$ cat src/hdl/mbf_pkg.sv
// Shared types and constants for the metaball field pixel shader.
// Depends on nothing; every other file refers to it by scoped names.
package mbf_pkg;

  localparam int NumBallsDef    = 6;
  localparam int PosFracBitsDef = 4;
  localparam int VelFrac        = 4;

  localparam logic [23:0] Sat24 = 24'hFFFFFF;

  localparam logic [15:0] ThresholdRst = 16'd50;
  localparam logic [10:0] WidthRst     = 11'd640;
  localparam logic [10:0] HeightRst    = 11'd480;
  localparam logic [31:0] FgRst        = 32'hFFFFFF00;
  localparam logic [31:0] BgRst        = 32'h51515100;

  typedef enum logic [1:0] {
    ACT_LOAD  = 2'd0,
    ACT_PIXEL = 2'd1,
    ACT_FRAME = 2'd2,
    ACT_NONE  = 2'd3
  } action_t;

  typedef enum logic [2:0] {
    CFG_THRESHOLD = 3'd0,
    CFG_WIDTH     = 3'd1,
    CFG_HEIGHT    = 3'd2,
    CFG_FG        = 3'd3,
    CFG_BG        = 3'd4
  } cfg_index_t;

  typedef enum logic [3:0] {
    ST_IDLE,
    ST_DIST,
    ST_SQRT,
    ST_DIV,
    ST_ACC,
    ST_OUT,
    ST_FRAME
  } state_t;

  // Controller to datapath.
  typedef struct packed {
    logic load;      // write ball from input item
    logic pix_start; // latch pixel, clear sum
    logic sq_dist;   // compute squared distance of current ball
    logic sqrt_step;
    logic div_init;
    logic div_step;
    logic acc;       // add term
    logic frame;     // move current ball
    logic next_ball;
    logic first_ball;
    logic out_load;
  } mbf_cmd_t;

  // Datapath to controller.
  typedef struct packed {
    logic last_ball;
    logic skip;      // current ball radius zero
    logic sqrt_done;
    logic div_done;
  } mbf_sts_t;

endpackage

$ cat src/hdl/metaball_field_pixel_shader_top.sv
// Channel   | Ports                                   | Moves
// in        | in_valid, in_stall, in_* fields          | one action transaction
// out       | out_valid, out_stall, out_* fields       | one pixel result transaction
// cfg       | cfg_we, cfg_index, cfg_data              | register write
// A pixel runs, for each ball of nonzero radius, the distance, square root, divide
// and accumulate steps in that order, and skips each ball of zero radius; the
// bit-serial square root and divider are shared across the balls in turn.
// A load writes the ball table while idle; a frame moves each ball in turn.
// Reset (rst_n low, synchronous) clears config registers to defaults, balls to zero.
// The result register holds while valid and stalled; a finished pixel waits for it.
// Depends on mbf_pkg, mbf_ctrl and mbf_datapath.
module metaball_field_pixel_shader_top #(
  parameter int NUM_BALLS     = mbf_pkg::NumBallsDef,
  parameter int POS_FRAC_BITS = mbf_pkg::PosFracBitsDef
) (
  input  logic               clk,
  input  logic               rst_n,
  input  logic               in_valid,
  output logic               in_stall,
  input  logic [1:0]         in_action,
  input  logic [2:0]         in_ball_index,
  input  logic [10:0]        in_pixel_x,
  input  logic [10:0]        in_pixel_y,
  input  logic signed [15:0] in_load_pos_x,
  input  logic signed [15:0] in_load_pos_y,
  input  logic signed [7:0]  in_load_vel_x,
  input  logic signed [7:0]  in_load_vel_y,
  input  logic [5:0]         in_load_radius,
  output logic               out_valid,
  input  logic               out_stall,
  output logic [31:0]        out_pixel_color,
  output logic               out_lit,
  output logic [23:0]        out_field_sum,
  input  logic               cfg_we,
  input  logic [2:0]         cfg_index,
  input  logic [31:0]        cfg_data
);

  logic [15:0] threshold_r;
  logic [10:0] width_r, height_r;
  logic [31:0] fg_r, bg_r;
  logic        out_valid_r;
  logic [31:0] color_r;
  logic        lit_r;
  logic [23:0] fsum_r;

  mbf_pkg::mbf_cmd_t cmd;
  mbf_pkg::mbf_sts_t sts;
  logic [23:0]       sum;
  logic              lit;

  always_ff @(posedge clk) begin
    if (!rst_n) begin
      threshold_r <= mbf_pkg::ThresholdRst;
      width_r     <= mbf_pkg::WidthRst;
      height_r    <= mbf_pkg::HeightRst;
      fg_r        <= mbf_pkg::FgRst;
      bg_r        <= mbf_pkg::BgRst;
    end else if (cfg_we) begin
      case (mbf_pkg::cfg_index_t'(cfg_index))
        mbf_pkg::CFG_THRESHOLD: threshold_r <= cfg_data[15:0];
        mbf_pkg::CFG_WIDTH:     width_r     <= cfg_data[10:0];
        mbf_pkg::CFG_HEIGHT:    height_r    <= cfg_data[10:0];
        mbf_pkg::CFG_FG:        fg_r        <= cfg_data;
        mbf_pkg::CFG_BG:        bg_r        <= cfg_data;
        default: ;
      endcase
    end
  end

  mbf_ctrl u_ctrl (
    .clk       (clk),
    .rst_n     (rst_n),
    .in_valid  (in_valid),
    .in_stall  (in_stall),
    .in_action (in_action),
    .out_busy  (out_valid_r && out_stall),
    .sts       (sts),
    .cmd       (cmd)
  );

  mbf_datapath #(
    .NUM_BALLS     (NUM_BALLS),
    .POS_FRAC_BITS (POS_FRAC_BITS)
  ) u_dp (
    .clk            (clk),
    .rst_n          (rst_n),
    .cmd            (cmd),
    .sts            (sts),
    .in_ball_index  (in_ball_index),
    .in_pixel_x     (in_pixel_x),
    .in_pixel_y     (in_pixel_y),
    .in_load_pos_x  (in_load_pos_x),
    .in_load_pos_y  (in_load_pos_y),
    .in_load_vel_x  (in_load_vel_x),
    .in_load_vel_y  (in_load_vel_y),
    .in_load_radius (in_load_radius),
    .bound_x        (width_r),
    .bound_y        (height_r),
    .sum            (sum)
  );

  assign lit = (sum >= {threshold_r, 8'd0});

  always_ff @(posedge clk) begin
    if (!rst_n) begin
      out_valid_r <= 1'b0;
    end else begin
      if (cmd.out_load) begin
        out_valid_r <= 1'b1;
        color_r     <= lit ? fg_r : bg_r;
        lit_r       <= lit;
        fsum_r      <= sum;
      end else if (out_valid_r && !out_stall) begin
        out_valid_r <= 1'b0;
      end
    end
  end

  assign out_valid       = out_valid_r;
  assign out_pixel_color = color_r;
  assign out_lit         = lit_r;
  assign out_field_sum   = fsum_r;

endmodule

$ cat src/hdl/mbf_ctrl.sv
// Controller state machine for the metaball field pixel shader.
// Depends on mbf_pkg.
module mbf_ctrl (
  input  logic                clk,
  input  logic                rst_n,
  input  logic                in_valid,
  output logic                in_stall,
  input  logic [1:0]          in_action,
  input  logic                out_busy,
  input  mbf_pkg::mbf_sts_t   sts,
  output mbf_pkg::mbf_cmd_t   cmd
);

  mbf_pkg::state_t state_r, state_nxt;

  always_ff @(posedge clk) begin
    if (!rst_n) begin
      state_r <= mbf_pkg::ST_IDLE;
    end else begin
      state_r <= state_nxt;
    end
  end

  always_comb begin
    state_nxt = state_r;
    cmd       = '0;
    in_stall  = 1'b1;
    case (state_r)
      mbf_pkg::ST_IDLE: begin
        in_stall = 1'b0;
        if (in_valid) begin
          cmd.first_ball = 1'b1;
          case (mbf_pkg::action_t'(in_action))
            mbf_pkg::ACT_LOAD:  cmd.load = 1'b1;
            mbf_pkg::ACT_PIXEL: begin
              cmd.pix_start = 1'b1;
              state_nxt     = mbf_pkg::ST_DIST;
            end
            mbf_pkg::ACT_FRAME: state_nxt = mbf_pkg::ST_FRAME;
            default: ;
          endcase
        end
      end
      mbf_pkg::ST_DIST: begin
        if (sts.skip) begin
          if (sts.last_ball) begin
            state_nxt = mbf_pkg::ST_OUT;
          end else begin
            cmd.next_ball = 1'b1;
          end
        end else begin
          cmd.sq_dist = 1'b1;
          state_nxt   = mbf_pkg::ST_SQRT;
        end
      end
      mbf_pkg::ST_SQRT: begin
        if (sts.sqrt_done) begin
          cmd.div_init = 1'b1;
          state_nxt    = mbf_pkg::ST_DIV;
        end else begin
          cmd.sqrt_step = 1'b1;
        end
      end
      mbf_pkg::ST_DIV: begin
        if (sts.div_done) begin
          state_nxt = mbf_pkg::ST_ACC;
        end else begin
          cmd.div_step = 1'b1;
        end
      end
      mbf_pkg::ST_ACC: begin
        cmd.acc = 1'b1;
        if (sts.last_ball) begin
          state_nxt = mbf_pkg::ST_OUT;
        end else begin
          cmd.next_ball = 1'b1;
          state_nxt     = mbf_pkg::ST_DIST;
        end
      end
      mbf_pkg::ST_OUT: begin
        if (!out_busy) begin
          cmd.out_load = 1'b1;
          state_nxt    = mbf_pkg::ST_IDLE;
        end
      end
      mbf_pkg::ST_FRAME: begin
        cmd.frame = 1'b1;
        if (sts.last_ball) begin
          state_nxt = mbf_pkg::ST_IDLE;
        end else begin
          cmd.next_ball = 1'b1;
        end
      end
      default: state_nxt = mbf_pkg::ST_IDLE;
    endcase
  end

endmodule

$ cat src/hdl/mbf_datapath.sv
// Ball table, distance, iterative square root and divider, and frame motion.
// Depends on mbf_pkg.
module mbf_datapath #(
  parameter int NUM_BALLS     = mbf_pkg::NumBallsDef,
  parameter int POS_FRAC_BITS = mbf_pkg::PosFracBitsDef
) (
  input  logic               clk,
  input  logic               rst_n,
  input  mbf_pkg::mbf_cmd_t  cmd,
  output mbf_pkg::mbf_sts_t  sts,
  input  logic [2:0]         in_ball_index,
  input  logic [10:0]        in_pixel_x,
  input  logic [10:0]        in_pixel_y,
  input  logic signed [15:0] in_load_pos_x,
  input  logic signed [15:0] in_load_pos_y,
  input  logic signed [7:0]  in_load_vel_x,
  input  logic signed [7:0]  in_load_vel_y,
  input  logic [5:0]         in_load_radius,
  input  logic [10:0]        bound_x,
  input  logic [10:0]        bound_y,
  output logic [23:0]        sum
);

  localparam int IdxW = (NUM_BALLS > 1) ? $clog2(NUM_BALLS) : 1;
  localparam int F    = POS_FRAC_BITS;
  // Pixel coordinate scaled by 2^F, plus sign.
  localparam int PW   = 11 + F + 1;
  localparam int DW   = (PW > 17 ? PW : 17) + 1;
  localparam int D2W  = 2 * DW;
  localparam int RW   = D2W / 2 + 1;
  localparam int SqIt = (D2W + 1) / 2;
  // Numerator 100*r*256*2^F, r < 64.
  localparam int NW   = 13 + 8 + F + 1;
  localparam int QW   = NW;
  localparam int CntW = $clog2((SqIt > QW ? SqIt : QW) + 1);

  logic signed [15:0] pos_x_r [NUM_BALLS];
  logic signed [15:0] pos_y_r [NUM_BALLS];
  logic signed [7:0]  vel_x_r [NUM_BALLS];
  logic signed [7:0]  vel_y_r [NUM_BALLS];
  logic [5:0]         rad_r   [NUM_BALLS];

  logic [IdxW-1:0] idx_r;
  logic [10:0]     px_r, py_r;
  logic [23:0]     sum_r;

  logic [D2W-1:0]  rem_r;
  logic [RW-1:0]   root_r;
  logic [D2W-1:0]  sq_src_r;
  logic [CntW-1:0] cnt_r;
  logic [QW-1:0]   quo_r;
  logic [RW:0]     drem_r;
  logic [NW-1:0]   num_r;

  logic signed [DW-1:0] dx, dy;
  logic [D2W-1:0]       dxx, dyy;

  assign dx  = $signed(DW'({1'b0, px_r}) << F) - DW'(pos_x_r[idx_r]);
  assign dy  = $signed(DW'({1'b0, py_r}) << F) - DW'(pos_y_r[idx_r]);

  // Pipeline: squares registered in DIST, combined at sqrt init.
  logic [D2W-1:0] sqx_r, sqy_r;
  logic           sq_load_r;
  assign dxx = $unsigned(D2W'(dx) * D2W'(dx));
  assign dyy = $unsigned(D2W'(dy) * D2W'(dy));

  assign sts.last_ball = (32'(idx_r) == NUM_BALLS - 1);
  assign sts.skip      = (rad_r[idx_r] == 6'd0);
  assign sts.sqrt_done = !sq_load_r && (cnt_r == CntW'(SqIt));
  assign sts.div_done  = (cnt_r == CntW'(QW));
  assign sum           = sum_r;

  // Restoring square root, two bits of the radicand per step.
  logic [RW+1:0]  trial;
  logic [D2W-1:0] rem_sh;
  assign rem_sh = {rem_r[D2W-3:0], sq_src_r[D2W-1 -: 2]};
  assign trial  = {root_r, 2'b01};

  // Restoring divide of the numerator by the root.
  logic [RW:0] dsh;
  assign dsh = {drem_r[RW-1:0], num_r[NW-1]};

  logic [NW-1:0] numer;
  assign numer = (NW'(rad_r[idx_r]) * NW'(100)) << (8 + F);

  logic [24:0] acc_sum;
  logic [23:0] term;
  assign term    = (root_r == '0) ? mbf_pkg::Sat24 :
                   ((quo_r > QW'(mbf_pkg::Sat24)) ? mbf_pkg::Sat24 : quo_r[23:0]);
  assign acc_sum = {1'b0, sum_r} + {1'b0, term};

  // Frame motion of the current ball.
  function automatic logic signed [7:0] neg8(input logic signed [7:0] v);
    neg8 = (v == -8'sd128) ? 8'sd127 : -v;
  endfunction

  function automatic logic signed [15:0] move(input logic signed [15:0] p,
                                              input logic signed [7:0] v);
    logic signed [17:0] av;
    logic signed [17:0] s;
    if (F >= mbf_pkg::VelFrac) av = 18'(v) <<< (F - mbf_pkg::VelFrac);
    else                      av = 18'(v) >>> (mbf_pkg::VelFrac - F);
    s = 18'(p) + av;
    if (s > 18'sd32767)       move = 16'sh7FFF;
    else if (s < -18'sd32768) move = 16'sh8000;
    else                      move = s[15:0];
  endfunction

  logic signed [7:0] nvx, nvy;
  logic signed [19:0] hix, hiy;
  assign hix = $signed(20'({1'b0, bound_x}) << F);
  assign hiy = $signed(20'({1'b0, bound_y}) << F);
  assign nvx = (pos_x_r[idx_r] < 0 || 20'(pos_x_r[idx_r]) > hix) ?
               neg8(vel_x_r[idx_r]) : vel_x_r[idx_r];
  assign nvy = (pos_y_r[idx_r] < 0 || 20'(pos_y_r[idx_r]) > hiy) ?
               neg8(vel_y_r[idx_r]) : vel_y_r[idx_r];

  always_ff @(posedge clk) begin
    if (!rst_n) begin
      for (int i = 0; i < NUM_BALLS; i++) begin
        pos_x_r[i] <= '0;
        pos_y_r[i] <= '0;
        vel_x_r[i] <= '0;
        vel_y_r[i] <= '0;
        rad_r[i]   <= '0;
      end
      idx_r     <= '0;
      sum_r     <= '0;
      sq_load_r <= 1'b0;
      cnt_r     <= '0;
    end else begin
      sq_load_r <= cmd.sq_dist;
      if (cmd.load && 32'(in_ball_index) < NUM_BALLS) begin
        pos_x_r[IdxW'(in_ball_index)] <= in_load_pos_x;
        pos_y_r[IdxW'(in_ball_index)] <= in_load_pos_y;
        vel_x_r[IdxW'(in_ball_index)] <= in_load_vel_x;
        vel_y_r[IdxW'(in_ball_index)] <= in_load_vel_y;
        rad_r[IdxW'(in_ball_index)]   <= in_load_radius;
      end
      if (cmd.first_ball) idx_r <= '0;
      if (cmd.next_ball)  idx_r <= idx_r + 1'b1;
      if (cmd.pix_start) begin
        px_r  <= in_pixel_x;
        py_r  <= in_pixel_y;
        sum_r <= '0;
      end
      if (cmd.sq_dist) begin
        sqx_r     <= dxx;
        sqy_r     <= dyy;
        cnt_r     <= '0;
      end
      if (sq_load_r) begin
        sq_src_r <= sqx_r + sqy_r;
        rem_r    <= '0;
        root_r   <= '0;
      end else if (cmd.sqrt_step) begin
        sq_src_r <= sq_src_r << 2;
        cnt_r    <= cnt_r + 1'b1;
        if (D2W'(rem_sh) >= D2W'(trial)) begin
          rem_r  <= rem_sh - D2W'(trial);
          root_r <= {root_r[RW-2:0], 1'b1};
        end else begin
          rem_r  <= rem_sh;
          root_r <= {root_r[RW-2:0], 1'b0};
        end
      end
      if (cmd.div_init) begin
        num_r  <= numer;
        drem_r <= '0;
        quo_r  <= '0;
        cnt_r  <= '0;
      end
      if (cmd.div_step) begin
        num_r <= num_r << 1;
        cnt_r <= cnt_r + 1'b1;
        if (root_r != '0 && dsh >= {1'b0, root_r}) begin
          drem_r <= dsh - {1'b0, root_r};
          quo_r  <= {quo_r[QW-2:0], 1'b1};
        end else begin
          drem_r <= dsh;
          quo_r  <= {quo_r[QW-2:0], 1'b0};
        end
      end
      if (cmd.acc) sum_r <= acc_sum[24] ? mbf_pkg::Sat24 : acc_sum[23:0];
      if (cmd.frame) begin
        vel_x_r[idx_r] <= nvx;
        vel_y_r[idx_r] <= nvy;
        pos_x_r[idx_r] <= move(pos_x_r[idx_r], nvx);
        pos_y_r[idx_r] <= move(pos_y_r[idx_r], nvy);
      end
    end
  end

endmodule
$ cat config.mk
export PLATFORM = sky130hd
export DESIGN_NAME = metaball_field_pixel_shader_top
export DESIGN_NICKNAME = d
export VERILOG_FILES = /design/src/hdl/mbf_pkg.sv /design/src/hdl/metaball_field_pixel_shader_top.sv /design/src/hdl/mbf_ctrl.sv /design/src/hdl/mbf_datapath.sv
export SDC_FILE = /design/constraint.sdc
export NUM_CORES = 2
export LEC_CHECK = 0
export ABC_CLOCK_PERIOD_IN_PS = 11600
export BUFFER_PORTS_ARGS = -buffer_cell sky130_fd_sc_hd__buf_2
export CAP_MARGIN = 40
export CORE_ASPECT_RATIO = 0.75
export CORE_MARGIN = 1.5
export CORE_UTILIZATION = 50
export DETAILED_ROUTE_END_ITERATION = 7
export PLACE_DENSITY = 0.72
export SLEW_MARGIN = 15
export SYNTH_ARGS = -nofsm -noshare
export SYNTH_HDL_FRONTEND = slang
export SYNTH_SLANG_ARGS = --single-unit
$ cat constraint.sdc
create_clock -name clk -period 11.6 [get_ports clk]
set_input_delay 2.9 -clock clk [delete_from_list [all_inputs] [get_ports clk]]
set_output_delay 2.9 -clock clk [all_outputs]
set_load 0.03 [all_outputs]
==> out/qor.txt <==
Type of the worst setup path = reg -> reg
Final Hold Vio Count = 0
CTS tree = built
Wire per inst = 21.1 µm
Yosys warning total = 0
Post-Route Setup TNS = 0 ns
Pre-antenna DRT Iters = 7
RSZ-0062 raised after global routing = no
Max Slew Vio Count = 0
DRT iter0 DRCs = 4,564
Xor/xnor share of the synthesized area = 2.84%
Compound-Gate Fraction of Synth Area = 9.81%
Initial Util = 50.5%
Core ar. = 127,000 µm²
Slew headroom = 28.4%
Number of global-route vias before repair = 45.8k
Adder-Cell Fraction of Synth Area = 24.7%
Post-Synth Simple-Gate Area = 11.7%
Number of remaining DRC errors = 0
Slowest stage delay, CP = 0.80 ns
Global-route usage over all layers = 25.6%
Max Freq = 93.9 MHz
Required @ worst endpoint = 12.02 ns
Antenna violations before repair = 4
Detailed Route WL = 165 mm
Cells after Synth = 5,915
Synth area leaders = edfxtp_1 34%, fa_1 17%, ha_1 8.0%
Clock Latency Late Sink = 0.75 ns
Gpl congestion = 0.928
Startpoint Class = flop
Cell Area, Synth = 64,100 µm²
Seq/Total Area, Yosys = 38.3%
Critical Path Most Common Cell = fa_1
DR vias = 45.1k
Post-CTS setup buffer count = 0
EDFF count, synth = 723
Sink Count = 865
Hold WC Path Type = reg -> reg
Min cycle time layout = 10.65 ns
# setup viols final = 0
Clock tree buffer depth = 3
Mux share of post-synthesis cell area = 6.14%
Post-CTS Hold Buffers = 0
Layout Nets = 7,156
HPWL Detailed = 124 mm
Slew @ Worst Pin = 1.04 ns
CP Capture Type = flop
First-pass GRT wire length = 261 mm
Pin count of the biggest net entering global routing = 68
Register bit count reported by yosys = 865
Post-synth top flop = edfxtp_1
Total CTS buffers = 88
Root buf cell = clkbuf_16
PortBufs = 179
Post-CTS resize count = 0
Rows = 113
Fraction of layout cells with a size suffix above 1 = 12.4%
Total congestion overflow = 0
Final period util = 91.8%
Crit path DAT = 11.07 ns
Ports = 180
Yosys cell types = 111
Die height = 313 µm
Post-synth top area cell = edfxtp_1
Mean Syn Cell Area = 10.8 µm²
Run status = finished, final reports clean
Die width = 416 µm
Total of max-cap violations = 0
Post-synth top area share = 33.9%
CP max-delay cell = dfxtp_4
Skew final = 0.0921 ns
Die ar. = 130,000 µm²
Largest family of logic cells by synthesized area = adder cells
Final ANT Viol Nets = 0
Area Growth Syn to Fin = 9.95%
H-tree levels = 3
Clk slew on worst S/H paths = 0.06 ns
Asr flop ratio synth = 0%
Number of vias per cell = 5.75
Crit-path max FO = 46
## worst max-delay path, delay by kind of cell, from the launching register on
family / cells / cell delay [ns]
multiplexers: 3 / 0.91
XOR/XNOR: 1 / 0.69
buffers and inverters: 5 / 1.19
AO/OA/AOI/OAI: 9 / 2.16
flip-flops: 1 / 0.80
adder cells (fa/ha/maj): 8 / 3.75
AND/OR/NAND/NOR: 4 / 0.81
## placed cells by master (no fill, tap or decap), drive strengths merged, types with 105 or more instances in the layout
cell type	instances
a21oi	343
buf	279
clkbuf	105
dfxtp	142
edfxtp	723
fa	534
ha	410
inv	857
mux4	108
nand2	586
nor2	527
o21ai	147
xnor2	150
## kinds of logic (layout without fill, tap and decap cells)
family | after synthesis | count (layout)
DFF | 865 | 865
buffers and inverters | 1065 | 1305
other | 1 | 17
and+or+nand+nor | 1651 | 1651
xor gates and xnor gates | 203 | 203
adders and majority gates | 944 | 944
muxes | 247 | 247
AOI/OAI and AO/OA | 939 | 939
## stage by stage
| stage | util, % | instances | worst slack (ns) | hold WS, ns | instance area (µm²) |
|---|---|---|---|---|---|
| after floorplan | - | 5926 | 1.62 | 0.433 | 64100 |
| after global placement | 52.8 | 7645 | 1.41 | 0.438 | 66900 |
| after detailed placement | 53.0 | 7662 | 1.05 | 0.443 | 67200 |
| after CTS | 55.5 | 7827 | 1.02 | 0.453 | 70400 |
| after global routing | 55.6 | 7837 | 0.290 | 0.467 | 70500 |
| final | 55.6 | 7838 | 0.950 | 0.454 | 70500 |
## state kept, by name, summed over array words and instances (netlist names), 32 cells and up, named ones only
name	cells
u_dp.sqy_r	33
out_pixel_color	32
u_dp.rad_r	48
fg_r	32
u_dp.sqx_r	33
u_dp.rem_r	34
u_dp.vel_y_r	64
u_dp.sq_src_r	36
u_dp.pos_x_r	128
u_dp.pos_y_r	128
bg_r	32
u_dp.vel_x_r	64
## cells in the mapped netlist (9+ instances only)
cell,n
a211oi_1,28
a21o_1,83
a21oi_1,340
a221oi_1,11
a221oi_2,21
a31oi_1,18
and2_1,88
and3_1,49
buf_1,19
buf_2,27
buf_4,10
clkbuf_1,140
dfxtp_1,142
edfxtp_1,723
fa_1,534
ha_1,410
inv_1,841
inv_2,13
mux2_2,75
mux2i_1,62
mux4_2,108
nand2_1,586
nand2b_1,27
nand3_1,93
nand3b_1,11
nand4_1,28
nor2_1,523
nor2b_1,47
nor3_1,57
nor3b_1,9
nor4_1,18
o211ai_1,30
o21a_1,66
o21ai_0,141
o21bai_1,25
o22ai_1,13
o31ai_1,18
o41ai_1,10
or2_2,43
or3_1,25
or4_1,13
xnor2_1,146
xor2_1,53
## metal layers
| layer | GRT usage [%] | share of wire [%] | wire length, µm |
|---|---|---|---|
| met1 | 37.0 | 44 | 72300 |
| met2 | 39.8 | 45 | 74600 |
| met5 | 0 | 0 | 0 |
| met4 | 7.09 | 2.8 | 4630 |
| met3 | 4.70 | 8.4 | 13900 |
## cell type report
cell class                 instances  area, µm²
antenna                            5       12.5
clock buffer                     104       2300
clock inverter                    61        896
fill                           10660      56400
inverter                         860       3230
multi-input combinational       3996      35600
sequential                       865      24600
tap                             1667       2090
timing repair buffer             280       1820
## final timing paths
check / startpoint / to / slack [ns] / cells after the start
setup / recovery: flop / u_dp.sqy_r[34] / 0.95 / 30
hold / removal: fg_r[5] / fg_r[5] / 0.45 / 2
setup reg to reg: flop / u_dp.sqy_r[34] / 0.95 / 30
hold reg to reg: fg_r[5] / fg_r[5] / 0.45 / 2
Power is not shown: default switching activity piles up to over one toggle a cycle in this logic, so the estimate is an artifact.
